==> config.mk <==
export PLATFORM = sky130hd
export DESIGN_NAME = argb4444_rect_blend_onto_rgb565_top
export DESIGN_NICKNAME = d
export VERILOG_FILES = /design/src/argbb_pkg.sv /design/src/argb4444_rect_blend_onto_rgb565_top.sv
export SDC_FILE = /design/constraint.sdc
export NUM_CORES = 2
export LEC_CHECK = 0
export ABC_AREA = 0
export BUFFER_PORTS_ARGS = -buffer_cell sky130_fd_sc_hd__buf_2
export CAP_MARGIN = 20
export CORE_ASPECT_RATIO = 0.7
export CORE_MARGIN = 2
export CORE_UTILIZATION = 58
export DETAILED_ROUTE_END_ITERATION = 8
export GPL_TIMING_DRIVEN = 0
export PLACE_DENSITY = 0.79
export SYNTH_ARGS = -nofsm -noshare
export SYNTH_HDL_FRONTEND = slang
export SYNTH_SLANG_ARGS = --single-unit
==> constraint.sdc <==
create_clock -name clk -period 4.75 [get_ports clk]
set_input_delay 0.2375 -clock clk [delete_from_list [all_inputs] [get_ports clk]]
set_output_delay 0.2375 -clock clk [all_outputs]
set_load 0.02 [all_outputs]
==> src/argbb_pkg.sv <==
// ----------------------------------------------------------------------------
// argbb_pkg
// Shared types, widths and arithmetic helpers for the ARGB4444 over RGB565
// rectangle blender.
// ----------------------------------------------------------------------------
package argbb_pkg;

  localparam int PIX_W       = 16;
  localparam int IDX_W       = 24;
  localparam int STRIDE_W    = 12;
  localparam int POS_W       = 11;
  localparam int CFG_IDX_W   = 3;
  localparam int CFG_DATA_W  = 12;
  localparam int ALPHA_W     = 4;
  localparam int CHAN_W      = 6;
  localparam int SUM_W       = 10;
  localparam int MAX_DIM_DEF = 2048;

  // x / 15 == (x * 2185) >> 15 for every x below 1024
  localparam int          RECIP_W     = 12;
  localparam int          RECIP_SHIFT = 15;
  localparam int          PROD_W      = SUM_W + RECIP_W;
  localparam logic [RECIP_W-1:0] RECIP_15 = 12'd2185;

  localparam logic [ALPHA_W-1:0] ALPHA_FULL = 4'd15;

  typedef enum logic [CFG_IDX_W-1:0] {
    REG_DEST_STRIDE = 3'd0,
    REG_DEST_LEFT   = 3'd1,
    REG_DEST_TOP    = 3'd2,
    REG_SRC_STRIDE  = 3'd3,
    REG_SRC_LEFT    = 3'd4,
    REG_SRC_TOP     = 3'd5,
    REG_RECT_WIDTH  = 3'd6,
    REG_RECT_HEIGHT = 3'd7
  } cfg_reg_t;

  // source weighted by alpha plus destination weighted by 15 - alpha
  function automatic logic [SUM_W-1:0] weigh(input logic [CHAN_W-1:0]  s,
                                             input logic [CHAN_W-1:0]  d,
                                             input logic [ALPHA_W-1:0] a);
    logic [SUM_W-1:0] ps;
    logic [SUM_W-1:0] pd;
    ps = SUM_W'(s) * SUM_W'(a);
    pd = SUM_W'(d) * SUM_W'(ALPHA_FULL - a);
    return ps + pd;
  endfunction

  function automatic logic [CHAN_W-1:0] div15(input logic [SUM_W-1:0] x);
    logic [PROD_W-1:0] p;
    p = PROD_W'(x) * PROD_W'(RECIP_15);
    return p[RECIP_SHIFT +: CHAN_W];
  endfunction

endpackage

==> src/argb4444_rect_blend_onto_rgb565_top.sv <==
// ----------------------------------------------------------------------------
// argb4444_rect_blend_onto_rgb565_top
// Blends a raster-ordered rectangle of ARGB4444 pixels onto RGB565 pixels
// and reports destination and source linear indexes per pixel.
// ----------------------------------------------------------------------------
// The block takes one source/destination pixel pair per clock unless the
// output stalls and returns one result per request, in order, via the first
// stage and output registers. The first stage forms the alpha-weighted
// channel sums and the rectangle row/column offsets; the second stage divides
// the sums by 15 with a reciprocal multiply and forms each index with one
// 12-bit stride multiply. Column and line counters advance on every accepted
// request and restart after the pixel flagged last. Configuration registers
// are written through the cfg channel, which is always ready; the user must
// write them only while no request is in flight, which the block does not
// enforce. A size of zero acts as one and a size above MAX_DIM-1 as MAX_DIM-1.
module argb4444_rect_blend_onto_rgb565_top #(
  parameter int MAX_DIM = argbb_pkg::MAX_DIM_DEF
) (
  input  logic                             clk,
  input  logic                             rst,
  input  logic                             in_valid,
  output logic                             in_ready,
  input  logic [argbb_pkg::PIX_W-1:0]      src_pixel,
  input  logic [argbb_pkg::PIX_W-1:0]      dest_pixel,
  output logic                             out_valid,
  input  logic                             out_ready,
  output logic [argbb_pkg::PIX_W-1:0]      blended_pixel,
  output logic [argbb_pkg::IDX_W-1:0]      dest_index,
  output logic [argbb_pkg::IDX_W-1:0]      src_index,
  output logic                             last,
  input  logic                             cfg_valid,
  output logic                             cfg_ready,
  input  logic [argbb_pkg::CFG_IDX_W-1:0]  cfg_index,
  input  logic [argbb_pkg::CFG_DATA_W-1:0] cfg_data
);

  import argbb_pkg::*;

  localparam int CNT_W = $clog2(MAX_DIM);
  localparam int CMP_W = ((POS_W > CNT_W) ? POS_W : CNT_W) + 1;
  localparam int ROW_W = CMP_W;
  localparam int MUL_W = ROW_W + STRIDE_W;
  localparam logic [CMP_W-1:0] SIZE_MAX = CMP_W'(MAX_DIM - 1);
  localparam logic [CMP_W-1:0] SIZE_ONE = CMP_W'(1);

  // configuration
  logic [STRIDE_W-1:0] dest_stride, src_stride;
  logic [POS_W-1:0]    dest_left, dest_top, src_left, src_top;
  logic [POS_W-1:0]    rect_width, rect_height;

  // position counters
  logic [CNT_W-1:0] column_count, column_count_next;
  logic [CNT_W-1:0] line_count, line_count_next;

  // first stage
  logic             s1_valid;
  logic [SUM_W-1:0] s1_sum_r, s1_sum_g, s1_sum_b;
  logic [ROW_W-1:0] s1_dest_row, s1_src_row;
  logic [ROW_W-1:0] s1_dest_col, s1_src_col;
  logic             s1_last;

  logic             in_acc, out_en, s1_adv;
  logic [CMP_W-1:0] w_ext, h_ext, w_eff, h_eff;
  logic             col_end, line_end;

  logic [ALPHA_W-1:0] alpha;
  logic [CHAN_W-1:0]  sr, sg, sb, dr, dg, db;

  logic [MUL_W-1:0]  dest_prod, src_prod;
  logic [CHAN_W-1:0] q_r, q_g, q_b;

  assign cfg_ready = 1'b1;

  assign out_en   = !out_valid || out_ready;
  assign s1_adv   = s1_valid && out_en;
  assign in_ready = !s1_valid || out_en;
  assign in_acc   = in_valid && in_ready;

  always_ff @(posedge clk) begin
    if (rst) begin
      dest_stride <= STRIDE_W'(1);
      dest_left   <= '0;
      dest_top    <= '0;
      src_stride  <= STRIDE_W'(1);
      src_left    <= '0;
      src_top     <= '0;
      rect_width  <= POS_W'(1);
      rect_height <= POS_W'(1);
    end else if (cfg_valid && cfg_ready) begin
      case (cfg_reg_t'(cfg_index))
        REG_DEST_STRIDE: dest_stride <= cfg_data;
        REG_DEST_LEFT:   dest_left   <= cfg_data[POS_W-1:0];
        REG_DEST_TOP:    dest_top    <= cfg_data[POS_W-1:0];
        REG_SRC_STRIDE:  src_stride  <= cfg_data;
        REG_SRC_LEFT:    src_left    <= cfg_data[POS_W-1:0];
        REG_SRC_TOP:     src_top     <= cfg_data[POS_W-1:0];
        REG_RECT_WIDTH:  rect_width  <= cfg_data[POS_W-1:0];
        REG_RECT_HEIGHT: rect_height <= cfg_data[POS_W-1:0];
        default: ;
      endcase
    end
  end

  // effective rectangle size and position stepping
  always_comb begin
    w_ext = CMP_W'(rect_width);
    h_ext = CMP_W'(rect_height);
    if (w_ext == '0) begin
      w_eff = SIZE_ONE;
    end else if (w_ext > SIZE_MAX) begin
      w_eff = SIZE_MAX;
    end else begin
      w_eff = w_ext;
    end
    if (h_ext == '0) begin
      h_eff = SIZE_ONE;
    end else if (h_ext > SIZE_MAX) begin
      h_eff = SIZE_MAX;
    end else begin
      h_eff = h_ext;
    end
    col_end  = (CMP_W'(column_count) + SIZE_ONE) >= w_eff;
    line_end = (CMP_W'(line_count) + SIZE_ONE) >= h_eff;
    if (col_end) begin
      column_count_next = '0;
      line_count_next   = line_end ? '0 : line_count + CNT_W'(1);
    end else begin
      column_count_next = column_count + CNT_W'(1);
      line_count_next   = line_count;
    end
  end

  always_ff @(posedge clk) begin
    if (rst) begin
      column_count <= '0;
      line_count   <= '0;
    end else if (in_acc) begin
      column_count <= column_count_next;
      line_count   <= line_count_next;
    end
  end

  // channel unpack, red and blue on the 5-bit scale and green on the 6-bit scale, all in 6-bit fields
  always_comb begin
    alpha = src_pixel[15:12];
    sr    = CHAN_W'({src_pixel[11:8], 1'b0});
    sg    = {src_pixel[7:4], 2'b00};
    sb    = CHAN_W'({src_pixel[3:0], 1'b0});
    dr    = CHAN_W'(dest_pixel[15:11]);
    dg    = dest_pixel[10:5];
    db    = CHAN_W'(dest_pixel[4:0]);
  end

  always_ff @(posedge clk) begin
    if (rst) begin
      s1_valid <= 1'b0;
    end else if (in_ready) begin
      s1_valid <= in_valid;
    end
  end

  always_ff @(posedge clk) begin
    if (in_acc) begin
      s1_sum_r    <= weigh(sr, dr, alpha);
      s1_sum_g    <= weigh(sg, dg, alpha);
      s1_sum_b    <= weigh(sb, db, alpha);
      s1_dest_row <= ROW_W'(dest_top) + ROW_W'(line_count);
      s1_src_row  <= ROW_W'(src_top) + ROW_W'(line_count);
      s1_dest_col <= ROW_W'(dest_left) + ROW_W'(column_count);
      s1_src_col  <= ROW_W'(src_left) + ROW_W'(column_count);
      s1_last     <= col_end && line_end;
    end
  end

  // second stage: divide by 15 and line base multiply
  always_comb begin
    q_r       = div15(s1_sum_r);
    q_g       = div15(s1_sum_g);
    q_b       = div15(s1_sum_b);
    dest_prod = MUL_W'(s1_dest_row) * MUL_W'(dest_stride);
    src_prod  = MUL_W'(s1_src_row) * MUL_W'(src_stride);
  end

  always_ff @(posedge clk) begin
    if (rst) begin
      out_valid <= 1'b0;
    end else if (out_en) begin
      out_valid <= s1_valid;
    end
  end

  always_ff @(posedge clk) begin
    if (s1_adv) begin
      blended_pixel <= {q_r[4:0], q_g, q_b[4:0]};
      dest_index    <= IDX_W'(dest_prod) + IDX_W'(s1_dest_col);
      src_index     <= IDX_W'(src_prod) + IDX_W'(s1_src_col);
      last          <= s1_last;
    end
  end

  // column restarts after a line end and steps by one otherwise
  a_col_wrap: assert property (@(posedge clk) disable iff (rst)
    in_acc && col_end |=> column_count == '0)
    else $error("column counter did not restart at line end");

  a_col_step: assert property (@(posedge clk) disable iff (rst)
    in_acc && !col_end |=> column_count == $past(column_count) + CNT_W'(1))
    else $error("column counter did not step");

  a_col_bound: assert property (@(posedge clk) disable iff (rst)
    CMP_W'(column_count) < SIZE_MAX && CMP_W'(line_count) < SIZE_MAX)
    else $error("position counter beyond maximum size");

  a_s1_hold: assert property (@(posedge clk) disable iff (rst)
    s1_valid && !out_en |=> s1_valid && $stable(s1_sum_g) && $stable(s1_last))
    else $error("first stage lost a stalled request");

endmodule
==> summary.md <==
| Metric | Value |
|---|---|
| Run status | finished, violations left |
| Violated checks | setup timing |
| Sw Ratio | 38.9% |
| Routability cong. | 0.942 |
| Actual slew at the worst max-slew pin | 0.959 ns |
| Period utilization | 114% |
| Grt total ovfl | 0 |
| Fin area | 0.0316 mm² |
| Placed cell area | 0.0297 mm² |
| Final setup margin | -0.652 ns |
| Iteration-0 DRC count of the detailed router | 1431 |
| Ys Warns | 0 |
| Synth Cell Area | 0.0279 mm² |
| Fin. max-slew vios | 0 |
| Ys async rst share | 0% |
| Detailed placement HPWL | 52100 µm |
| Gr usage total | 27.4% |
| Number of global-route vias before repair | 22087 |
| Register clock-pin slew on the reported worst setup and hold paths | 0.07 ns |
| Final Hold Fails | 0 |
| Crit Path Class | flip-flop to flip-flop |
| Die H | 187 µm |
| Crit start category | flip-flop |
| Critical Path RT | 5.08 ns |
| Initial antenna violation count | 9 |
| Ys flop type | edfxtp_1 |
| Port bufs | 105 |
| Synth cell types | 70 |
| Num CTS Buffers | 29 |
| Syn Inst Count | 2970 |
| First-pass GRT wire length | 111000 µm |
| Nets | 3925 |
| CP most frequent cell | fa_1 |
| Crit path max fanout | 7 |
| Post-DRT Antenna Nets | 0 |
| Max VDD drop | 0.664 mV |
| Combinational cell fraction of total power | 49.7% |
| WL final | 66300 µm |
| Initial Util | 58.5% |
| CTS sink count | 258 |
| RSZ-0062 raised after global routing | true |
| Sw power | 4.11 mW |
| FF-to-FF setup slack | -0.65 ns |
| Pwr dens | 333 mW/mm² |
| Syn nets | 3733 |
| Root Driver | clkbuf_16 |
| Row count | 67 |
| Internal power | 6.44 mW |
| Bufs and invs on worst path | 6 |
| Cells on worst reg2reg path | 20 |
| Syn_area_per_cell | 9.39 µm² |
| CP cell instances | buf_8 -> and2_4 -> fa_1 -> inv_1 -> fa_1 -> inv_2 -> fa_1 -> inv_2 -> fa_2 -> fa_1 -> inv_2 -> ha_4 -> a2111oi_4 -> o21a_4 -> o311ai_4 -> o41ai_2 -> buf_4 -> o211ai_1 -> a21oi_2 -> xnor2_1 |
| 1st-pass router iterations | 5 |
| EDFF count, synth | 144 |
| Largest net degree at the start of global routing | 88 |
| Layout area overhead | 13.4% |
| H-tree depth | 1 |
| Post-route DRC | 0 |
| Sequential-to-total area share from yosys stat | 23.7% |
| Crit path depth | 20 |
| Layout cells sized above 1 | 12.8% |
| Max Freq | 185 MHz |
| Worst hold path depth | 2 |
| #FFs+latches synth | 258 |
| Drt wl/cell | 17.4 µm |
| CTS tree | done |
| Die area | 0.0499 mm² |
| Worst Setup End Kind | flip-flop |
| Vias per inst | 5.51 |
| Core Region | 0.0477 mm² |
| WHS | 0.0298 ns |
| CTS max path bufs | 3 |
| Clk pwr share | 22.0% |
| Crit-path max cell delay | 0.53 ns |
| HP Class | input port to flip-flop |
| Relative slew slack | 36.0% |
| Final setup fails | 24 |
| Filler cells | 3579 |
| Worst-skew pair later-pin latency | 0.59 ns |
| Fin crit period | 5.40 ns |
| Critical path's top delay family | adder cells |
| I/O Pins | 120 |
| Via count | 20998 |
| Clock Skew | 0.0161 ns |
| Die X | 266 µm |
| Leakage | 15.5 nW |
| Max_cap viols | 0 |
| Proportion of power drawn by flip-flops and latches | 28.3% |
| Crit-path slowest cell | fa_1 |
| Arrival time worst endpoint | 5.74 ns |
| Dpl ws | -0.837 ns |
## logic make-up after synthesis
kind of cell,synth area share [%]
xor gates and xnor gates,4.74
buffers and inverters,9.11
other,0.0134
AOI/OAI and AO/OA,7.71
DFF,23.7
adders and majority gates,40.0
and+or+nand+nor,14.8
## power groups by stage
stage          clock (mW)  sequential, mW  combinational (mW)
2_1_floorplan           0            3.10                3.63
3_3_place_gp            0            3.04                4.65
3_5_place_dp            0            3.03                5.05
4_1_cts              2.34            2.99                5.21
5_1_grt              2.43            3.02                5.98
6_report             2.32            2.99                5.24
## layout by cell type (no fill, tap or decap), types with 12 or more instances in the layout
master,count
o21ai_0,19
and2_1,173
clkbuf_8,25
edfxtp_1,144
nand2_1,390
inv_2,17
ha_4,18
ha_1,390
nand3_1,28
clkbuf_1,40
a21oi_2,12
clkbuf_2,16
nor3_1,20
buf_4,51
inv_1,542
nand2b_1,36
nor2b_1,52
buf_2,115
o21bai_1,18
nor2_1,59
xor2_1,46
and2_4,16
a21o_1,32
nand4_1,14
xnor2_1,103
dfxtp_1,105
clkbuf_16,31
a21oi_1,157
fa_1,298
## path summary, 6_finish.rpt
| kind | startpoint | end |
|---|---|---|
| worst max-delay path | s1_dest_row[7] | dest_index[23] |
| worst min-delay path | dest_pixel[5] | s1_sum_g[0] |
| worst max register to register | s1_dest_row[7] | dest_index[23] |
| worst min register to register | s1_last | last |
## through the flow
stage | power [mW] | util (%) | std cells | setup TNS, ns
2_1_floorplan | 6.73 | - | 2970 | -0.919
3_3_place_gp | 7.69 | 62.2 | 3696 | -97.50
3_5_place_dp | 8.08 | 62.3 | 3698 | -14.52
4_1_cts | 10.5 | 65.8 | 3797 | -6.94
5_1_grt | 11.4 | 66.3 | 3813 | -11.91
6_report | 10.5 | 66.3 | 3814 | -8.72
## cells in the mapped netlist, types with 7 or more instances
master,number,area [µm²]
nand2b_1,36,225
and2_1,189,1180
nor2_1,63,236
o41ai_1,9,78.8
o211ai_1,7,52.6
o21bai_1,19,143
dfxtp_1,114,2280
o21a_1,8,60.1
nor3_1,24,120
nand3_1,29,145
a311oi_1,9,78.8
nand4_1,14,87.6
a32oi_1,7,61.3
xor2_1,46,403
a21oi_1,172,861
clkbuf_1,85,319
edfxtp_1,144,4320
clkbuf_2,7,35.0
a21o_1,32,240
xnor2_1,105,920
nand2_1,393,1480
inv_1,559,2100
nor2b_1,53,332
and3_1,11,68.8
fa_1,300,6010
ha_1,411,5140
nor4_1,8,50.1
o21ai_0,33,165
## what timing repair did
item                                    in CTS  in global routing
endpoints found under the setup margin      25                 33
endpoints found under the hold margin        4                  0
cloned                                       0                  0
gates resized for setup                     91                 72
setup buffers                               48                 11
hold buffers                                 3                  0
pin swaps                                   54                 32
## layer usage
| metal | global-route usage (%) | up-vias | part of all wire, % |
|---|---|---|---|
| met5 | 0 | - | 0.065 |
| met4 | 7.65 | 6 | 2.5 |
| met3 | 5.76 | 142 | 8.0 |
| met2 | 43.9 | 766 | 45 |
| met1 | 37.9 | 10203 | 44 |
| li1 | - | 9881 | - |
## layout make-up
cell class,instances,area [µm²],share of cell area [%]
antenna,8,20.0,0.0633
timing repair buffer,166,1070,3.37
clock buffer,43,861,2.72
clock inverter,11,97.6,0.309
multi-input combinational,2050,19400,61.2
buffer,97,712,2.25
sequential,258,6620,20.9
tap,621,777,2.46
inverter,560,2110,6.66
## state kept, by name, summed over array words and instances (netlist names), 12 cells and up
signal	cells
blended_pixel	16
dest_index	24
dest_stride	12
s1_dest_col	12
s1_dest_row	12
s1_src_col	12
s1_src_row	12
src_index	24
src_stride	12
(Power assumes the default switching activity.)
